[src/hw/rtl/snake_order_matrix_sort_assert.svh]
// Assertion macros used by the snake-order matrix sort top level.
`ifndef SNAKE_ORDER_MATRIX_SORT_ASSERT_SVH
`define SNAKE_ORDER_MATRIX_SORT_ASSERT_SVH

// Consequent must hold in the same cycle as the antecedent.
`define SOMS_ASSERT_SAME(label, clk, rst_n, ante, cons) \
  label: assert property (@(posedge clk) disable iff (!rst_n) (ante) |-> (cons)) \
    else $error("snake_order_matrix_sort: same-cycle check failed");

// Consequent must hold in the cycle after the antecedent.
`define SOMS_ASSERT_NEXT(label, clk, rst_n, ante, cons) \
  label: assert property (@(posedge clk) disable iff (!rst_n) (ante) |=> (cons)) \
    else $error("snake_order_matrix_sort: next-cycle check failed");

`endif

[src/hw/rtl/soms_pkg.sv]
// Shared constants and controller/datapath interface types for the matrix sort.
package soms_pkg;

  localparam int VALUE_W     = 32;
  localparam int IDX_W       = 6;
  localparam int RC_W        = 3;
  localparam int SIDE_W      = 4;
  localparam int CNT_W       = 7;
  localparam int OUT_TDATA_W = 48;
  localparam int MAX_SIDE_DEF = 8;

  // Commands from the controller to the datapath.
  typedef struct packed {
    logic             insert;
    logic [CNT_W-1:0] cnt;
    logic             shift;
    logic             wr_en;
    logic [IDX_W-1:0] wr_addr;
    logic             rd_en;
    logic [IDX_W-1:0] rd_addr;
    logic [RC_W-1:0]  row;
    logic [RC_W-1:0]  col;
    logic             last;
  } cmd_t;

  // Status from the datapath to the controller.
  typedef struct packed {
    logic rd_ok;
  } status_t;

endpackage

[src/hw/rtl/soms_ctrl.sv]
// Controller: load counting, drain sequencing and grid read sequencing.
module soms_ctrl #(
  parameter int MAX_SIDE = soms_pkg::MAX_SIDE_DEF
) (
  input  logic                        clk,
  input  logic                        rst_n,
  input  logic                        cfg_wr_en,
  input  logic [soms_pkg::SIDE_W-1:0] cfg_wr_data,
  input  logic                        in_accept,
  output logic                        in_ready,
  input  soms_pkg::status_t           status,
  output soms_pkg::cmd_t              cmd
);

  localparam logic [1:0] ST_LOAD  = 2'd0;
  localparam logic [1:0] ST_DRAIN = 2'd1;
  localparam logic [1:0] ST_EMIT  = 2'd2;

  logic [1:0]                   state_r, state_nxt;
  logic [soms_pkg::SIDE_W-1:0]  side_r, side_nxt;
  logic [soms_pkg::CNT_W-1:0]   cnt_r, cnt_nxt;
  logic [soms_pkg::RC_W-1:0]    row_r, row_nxt;
  logic [soms_pkg::RC_W-1:0]    col_r, col_nxt;
  logic [soms_pkg::SIDE_W-1:0]  m;
  logic [soms_pkg::RC_W-1:0]    m_m1;
  logic [soms_pkg::CNT_W-1:0]   total_m1;
  logic                         grid_last;
  logic                         step;
  logic [soms_pkg::RC_W-1:0]    snake_col;

  // Side in use, clamped to 1..MAX_SIDE.
  always_comb begin
    if (side_r == '0) begin
      m = soms_pkg::SIDE_W'(1);
    end else if (side_r > soms_pkg::SIDE_W'(MAX_SIDE)) begin
      m = soms_pkg::SIDE_W'(MAX_SIDE);
    end else begin
      m = side_r;
    end
  end

  assign m_m1      = soms_pkg::RC_W'(m - soms_pkg::SIDE_W'(1));
  assign total_m1  = soms_pkg::CNT_W'(m) * soms_pkg::CNT_W'(m) - soms_pkg::CNT_W'(1);
  assign grid_last = (row_r == m_m1) && (col_r == m_m1);
  assign snake_col = row_r[0] ? (m_m1 - col_r) : col_r;
  assign in_ready  = (state_r == ST_LOAD);

  // Command decode.
  always_comb begin
    cmd         = '0;
    cmd.insert  = in_accept;
    cmd.cnt     = cnt_r;
    cmd.shift   = (state_r == ST_DRAIN);
    cmd.wr_en   = (state_r == ST_DRAIN);
    cmd.wr_addr = soms_pkg::IDX_W'(int'(row_r) * MAX_SIDE + int'(snake_col));
    cmd.rd_en   = (state_r == ST_EMIT) && status.rd_ok;
    cmd.rd_addr = soms_pkg::IDX_W'(int'(row_r) * MAX_SIDE + int'(col_r));
    cmd.row     = row_r;
    cmd.col     = col_r;
    cmd.last    = grid_last;
  end

  // Grid walk advances once per drained cell or issued read.
  assign step = cmd.shift || cmd.rd_en;

  // Next-state logic.
  always_comb begin
    state_nxt = state_r;
    side_nxt  = side_r;
    cnt_nxt   = cnt_r;
    row_nxt   = row_r;
    col_nxt   = col_r;
    unique case (state_r)
      ST_LOAD: begin
        if (in_accept) begin
          if (cnt_r == total_m1) begin
            cnt_nxt   = '0;
            row_nxt   = '0;
            col_nxt   = '0;
            state_nxt = ST_DRAIN;
          end else begin
            cnt_nxt = cnt_r + soms_pkg::CNT_W'(1);
          end
        end
      end
      ST_DRAIN, ST_EMIT: begin
        if (step) begin
          if (grid_last) begin
            row_nxt   = '0;
            col_nxt   = '0;
            state_nxt = (state_r == ST_DRAIN) ? ST_EMIT : ST_LOAD;
          end else if (col_r == m_m1) begin
            col_nxt = '0;
            row_nxt = row_r + soms_pkg::RC_W'(1);
          end else begin
            col_nxt = col_r + soms_pkg::RC_W'(1);
          end
        end
      end
      default: begin
        state_nxt = ST_LOAD;
      end
    endcase
    // A side write restarts the load.
    if (cfg_wr_en) begin
      side_nxt = cfg_wr_data;
      cnt_nxt  = '0;
    end
  end

  always_ff @(posedge clk) begin
    if (!rst_n) begin
      state_r <= ST_LOAD;
      side_r  <= soms_pkg::SIDE_W'(MAX_SIDE);
      cnt_r   <= '0;
      row_r   <= '0;
      col_r   <= '0;
    end else begin
      state_r <= state_nxt;
      side_r  <= side_nxt;
      cnt_r   <= cnt_nxt;
      row_r   <= row_nxt;
      col_r   <= col_nxt;
    end
  end

endmodule

[config.mk]
export PLATFORM = sky130hd
export DESIGN_NAME = soms_ctrl
export DESIGN_NICKNAME = d
export VERILOG_FILES = /design/src/hw/rtl/snake_order_matrix_sort_assert.svh /design/src/hw/rtl/soms_pkg.sv /design/src/hw/rtl/soms_ctrl.sv
export SDC_FILE = /design/constraint.sdc
export NUM_CORES = 1
export LEC_CHECK = 0
export BUFFER_PORTS_ARGS = -buffer_cell sky130_fd_sc_hd__buf_4
export CAP_MARGIN = 20
export CORE_MARGIN = 2
export CORE_UTILIZATION = 57
export DETAILED_ROUTE_END_ITERATION = 16
export PLACE_DENSITY = 0.9
export REMOVE_ABC_BUFFERS = 1
export SETUP_SLACK_MARGIN = 0.05
export SYNTH_ARGS = -nofsm -noshare
export SYNTH_HDL_FRONTEND = slang
export SYNTH_SLANG_ARGS = --single-unit
[constraint.sdc]
create_clock -name clk -period 7.88 [get_ports clk]
set_input_delay 1.576 -clock clk [delete_from_list [all_inputs] [get_ports clk]]
set_output_delay 1.576 -clock clk [all_outputs]
set_load 0.01 [all_outputs]
After elaboration in Yosys (flattened, before gate mapping)
Index checks and enable logic that the tools add are counted.

word-level totals
  flip-flop bits (word level) = 19
  input port bits = 9
  output and inout port bits = 31
  word-level logic and storage cells = 58

operators by class
  add/sub/neg operators = 8
  multiply operators = 1
  magnitude comparators = 1
  eq/ne operators = 10
  muxes and demuxes = 20
  bitwise gates (word level) = 1
  reductions and logical operators = 12

operators by type and width
  kind                 count
  $mux 3               9
  $add 6x3->6          2
  $pmux 3 s2           2
  $mux 2               5
  $mux 4               2
  $reduce_and 4->1     2
  $add 7x1->7 const B  1
  $eq 7x7->1           1
  $mul 4x4->7          1
  $mux 7               1
  $sub 7x1->7 const B  1
  $add 3x1->3 const B  2
  $eq 3x3->1           2
  $ne 2x2->1 const B   3
  $reduce_and 5->1     1
  $gt 4x4->1 const B   1
  $logic_not 4->1      1
  $pmux 2 s2           1
  $reduce_or 2->1      2
  $ne 3x3->1 const B   1
  $sub 3x1->3 const B  1
  $sub 3x3->3          1
  $eq 2x1->1 const B   1
  $eq 2x2->1 const B   1
  7 further kinds      8

Depth between registers and ports, before layout
  word-level depth = 9
  gate-level depth with buffers = 12
  gate-level depth less buffers = 12

Worst setup path before layout
Ideal clock, no wire load.

  path type = reg-to-output
  start point = register side_r[1] (netlist bit)
  end point = output port cmd[0] (netlist bit)
  arrival = 1.926 ns
  required time = 6.304 ns
  setup slack = 4.378 ns
  cell stages (with the launch flop) = 11
  path buffers = 1
  cells stage by stage = dfxtp_1 > o21ba_2 > nor2_1 > ha_1 > inv_1 > ha_1 > nand2_1 > nor3_1 > a21oi_1 > nor2_1 > buf_4

on the way
  longest elaborated chain between the ends = 6
  elaborated cells on any way between the ends = 8
  those cells by class = add/sub: 1; order compare: 1; eq/ne: 2; mux: 2; reduce/logical: 2

ends and longest elaborated chain
  element                 RTL line          source
  start, declared         soms_ctrl.sv:20   logic [soms_pkg::SIDE_W-1:0] side_r, side_nxt;
  start signal, assigned  soms_ctrl.sv:114  side_r <= soms_pkg::SIDE_W'(MAX_SIDE);
  start signal, assigned  soms_ctrl.sv:120  side_r <= side_nxt;
  $gt 4x4->1              soms_ctrl.sv:35   end else if (side_r > soms_pkg::SIDE_W'(MAX_SIDE)) begin
  $mux 4                  soms_ctrl.sv:35
  $mux 4 (*)              soms_ctrl.sv:33   if (side_r == '0) begin
  $sub 3x1->3 (*)         soms_ctrl.sv:42   assign m_m1 = soms_pkg::RC_W'(m - soms_pkg::SIDE_W'(1));
  $eq 3x3->1              soms_ctrl.sv:44   assign grid_last = (row_r == m_m1) && (col_r == m_m1);
  $logic_and 1x1->1 (*)   soms_ctrl.sv:44
  end, declared           soms_ctrl.sv:12   output soms_pkg::cmd_t cmd

Every way passes the cells marked *; elsewhere a longest branch is shown, timed or not.

==> flow_summary.json <==
{
  "area_growth_pct": 16.2,
  "dp_hpwl_um": 2680,
  "fmax_mhz": 242,
  "routedWlPerCell_um": 13.7,
  "initial_core_util_pct": 61.8,
  "cts_tree": "built",
  "mostFrequentLayoutCells": "39 x buf_4, 22 x nor2_1, 19 x dfxtp_1, 16 x nand2_1, 15 x ha_1",
  "final_common_cell": "buf_4",
  "rsz0062_at_grt": "false",
  "cts.root.buffer_cell": "clkbuf_4",
  "fin_crit_ps": 4140,
  "drtIter0Drc": 47,
  "synth_seq_cells": 19,
  "clk_latency_ps": 310,
  "ant_nets": 0,
  "postCtsSetupBuffers": 0,
  "clockBufferDepth": 2,
  "tightest_slew_ps": 673,
  "drc": 0,
  "firstDrtPassIters": 4,
  "grt_overflow": 0,
  "grt_pass1_vias": 1201,
  "routed_wl_um": 3390,
  "tns_ps": 0,
  "max-cap-violations": 0,
  "crit_start": "side_r[1]$_SDFFE_PN0P_",
  "grt_pass1_wl_um": 5480,
  "instances_no_fill": 247,
  "peakVddDrop_v": 0.000103,
  "finalInstanceArea_um2": 1810,
  "cts_hold_buf": 0,
  "place_inst": 243,
  "synth_edf_count": 0,
  "start_kind": "flop",
  "syn_inst": 190,
  "grt_max_degree": 14,
  "final_nets": 243,
  "die_area_um2": 3170,
  "die_h_um": 56.3,
  "synthMuxAreaShare_pct": 4.58,
  "status": "finished, final reports clean",
  "seq_area_frac_synth_pct": 24.4,
  "ys_warn_count": 0,
  "portBuffers": 39,
  "n_antenna_cell": 0,
  "slew_viol_final": 0,
  "leakagePower_nw": 0.783,
  "nFillCells": 219,
  "r2r-start": "side_r[3]$_SDFFE_PN1P_",
  "syn_avg_cell_area_um2": 8.20,
  "antenna_found_initial": 0,
  "cts_sinks": 19,
  "cts_resized": 0,
  "die_w_um": 56.3,
  "arrival_ps": 2560,
  "synthesis.area_um2": 1560,
  "htree_levels": 1,
  "path_class": "flop to output port",
  "setup_viol": 0,
  "pin_count": 40,
  "gr-usage-all-layers_pct": 21.1,
  "total_power_w": 0.000184,
  "async_flop_share_pct": 0,
  "synth_xor_area_share_pct": 11.0,
  "viasPerCell": 5.62,
  "synthFlopType": "dfxtp_1",
  "finalCritPeriodShare_pct": 52.5,
  "dpl_cell_area_um2": 1780,
  "vias": 1388,
  "globalplace.congestion": 0.908,
  "min_from": "state_r[1]$_SDFFE_PN0P_",
  "synth.distinct_cells": 45,
  "yosys.area_share.simple_pct": 21.1,
  "synth_top_family_by_area": "simple AND/OR/NAND/NOR gates",
  "endpoint_kind": "output port",
  "power_density_nw_per_um2": 102,
  "worstPathMaxFanout": 5,
  "post_route_cells_drive_above_1_share_pct": 23.5,
  "synthAdderAreaFrac_pct": 13.3,
  "finalHoldViolations": 0,
  "hp-class": "flop to flop",
  "rows": 18,
  "cts_inserted_buffers": 3,
  "max_slew_margin_pct": 55.0,
  "clk_pin_slew_ps": 120,
  "skew_ps": 1.74,
  "required_ps": 6300,
  "coreArea_um2": 2520,
  "synth_compound_gate_area_share_pct": 15.7
}
## final timing paths
| kind | to | slack [ps] | depth (start not counted) |
|---|---|---|---|
| setup / recovery | cmd[0] | 3750 | 10 |
| hold / removal | state_r[1]$_SDFFE_PN0P_ | 540 | 2 |
| setup reg to reg | col_r[2]$_SDFFE_PN0P_ | 4510 | 12 |
| hold reg to reg | state_r[1]$_SDFFE_PN0P_ | 540 | 2 |
## flip-flops by register name, summed over array words and instances (netlist names)
| name | count |
|---|---|
| col_r | 3 |
| row_r | 3 |
| state_r | 2 |
| cnt_r | 7 |
| side_r | 4 |
## power by group
group / total (W) / switching (W) / internal, W
Sequential: 0.0000997 / 0.00000201 / 0.0000977
Clock: 0.0000543 / 0.0000353 / 0.0000190
Combinational: 0.0000300 / 0.0000168 / 0.0000133
## kinds of logic (layout without fill, tap and decap cells)
logic type / after synthesis / after routing
simple gates: 66 / 66
flops: 19 / 19
mux: 7 / 7
buf+inv: 29 / 56
xor+xnor: 18 / 18
fa+ha+maj: 16 / 16
compound gates: 35 / 35
## per-stage QoR
step / util, % / setup slack (ps) / hold slack, ps
global placement: 70.7 / 4210 / 510
floorplan: - / 4410 / 482
detailed placement: 70.7 / 4120 / 528
CTS: 71.8 / 3770 / 544
finish: 71.8 / 3750 / 540
global route: 71.8 / 3540 / 579
## routing by layer
metal  vias to the layer above  global-route usage, %  wire [um]
met1                       645                   29.0       1600
met4                         0                   4.76         16
met5                         -                      0          0
met3                         2                   2.07        170
li1                        700                      -          -
met2                        41                   35.8       1600
## area by class of cell
cell class | instances | area [um^2] | area share, %
inverters | 13 | 48.8 | 2.70
repair buffers | 39 | 293 | 16.2
flip-flops and latches | 19 | 380 | 21.0
clock inverters | 1 | 5.00 | 0.276
multi-input cells | 142 | 1020 | 56.5
clock buffers | 3 | 22.5 | 1.24
well taps | 30 | 37.5 | 2.07
## Yosys cell counts, drive strengths merged (2+ instances only)
master   n  area, um^2
nand3    5        25.0
ha      15         188
or4      2        18.8
and2     3        18.8
nand3b   2        15.0
o221a    2        22.5
xnor2    8        70.1
nor3     2        10.0
nand2   16        60.1
a211o    2        17.5
and3     2        12.5
nor2    22        82.6
buf     12        90.1
nand4    4        25.0
clkbuf   4        15.0
dfxtp   19         380
nor3b    2        15.0
a21oi    9        45.0
a211oi   2        20.0
o21ai    9        45.0
nand2b   2        12.5
mux2i    6        60.1
inv     13        48.8
xor2     9        78.8
## critical path: stages, from the launching register on
cell	delay [ps]
dfxtp_1	360
o21ba_2	230
nor2_1	240
ha_1	310
inv_1	110
ha_1	260
nand2_1	90
nor3_1	50
a21oi_1	380
nor2_1	80
buf_4	150
Note: power is estimated with default switching activity, not from simulation.
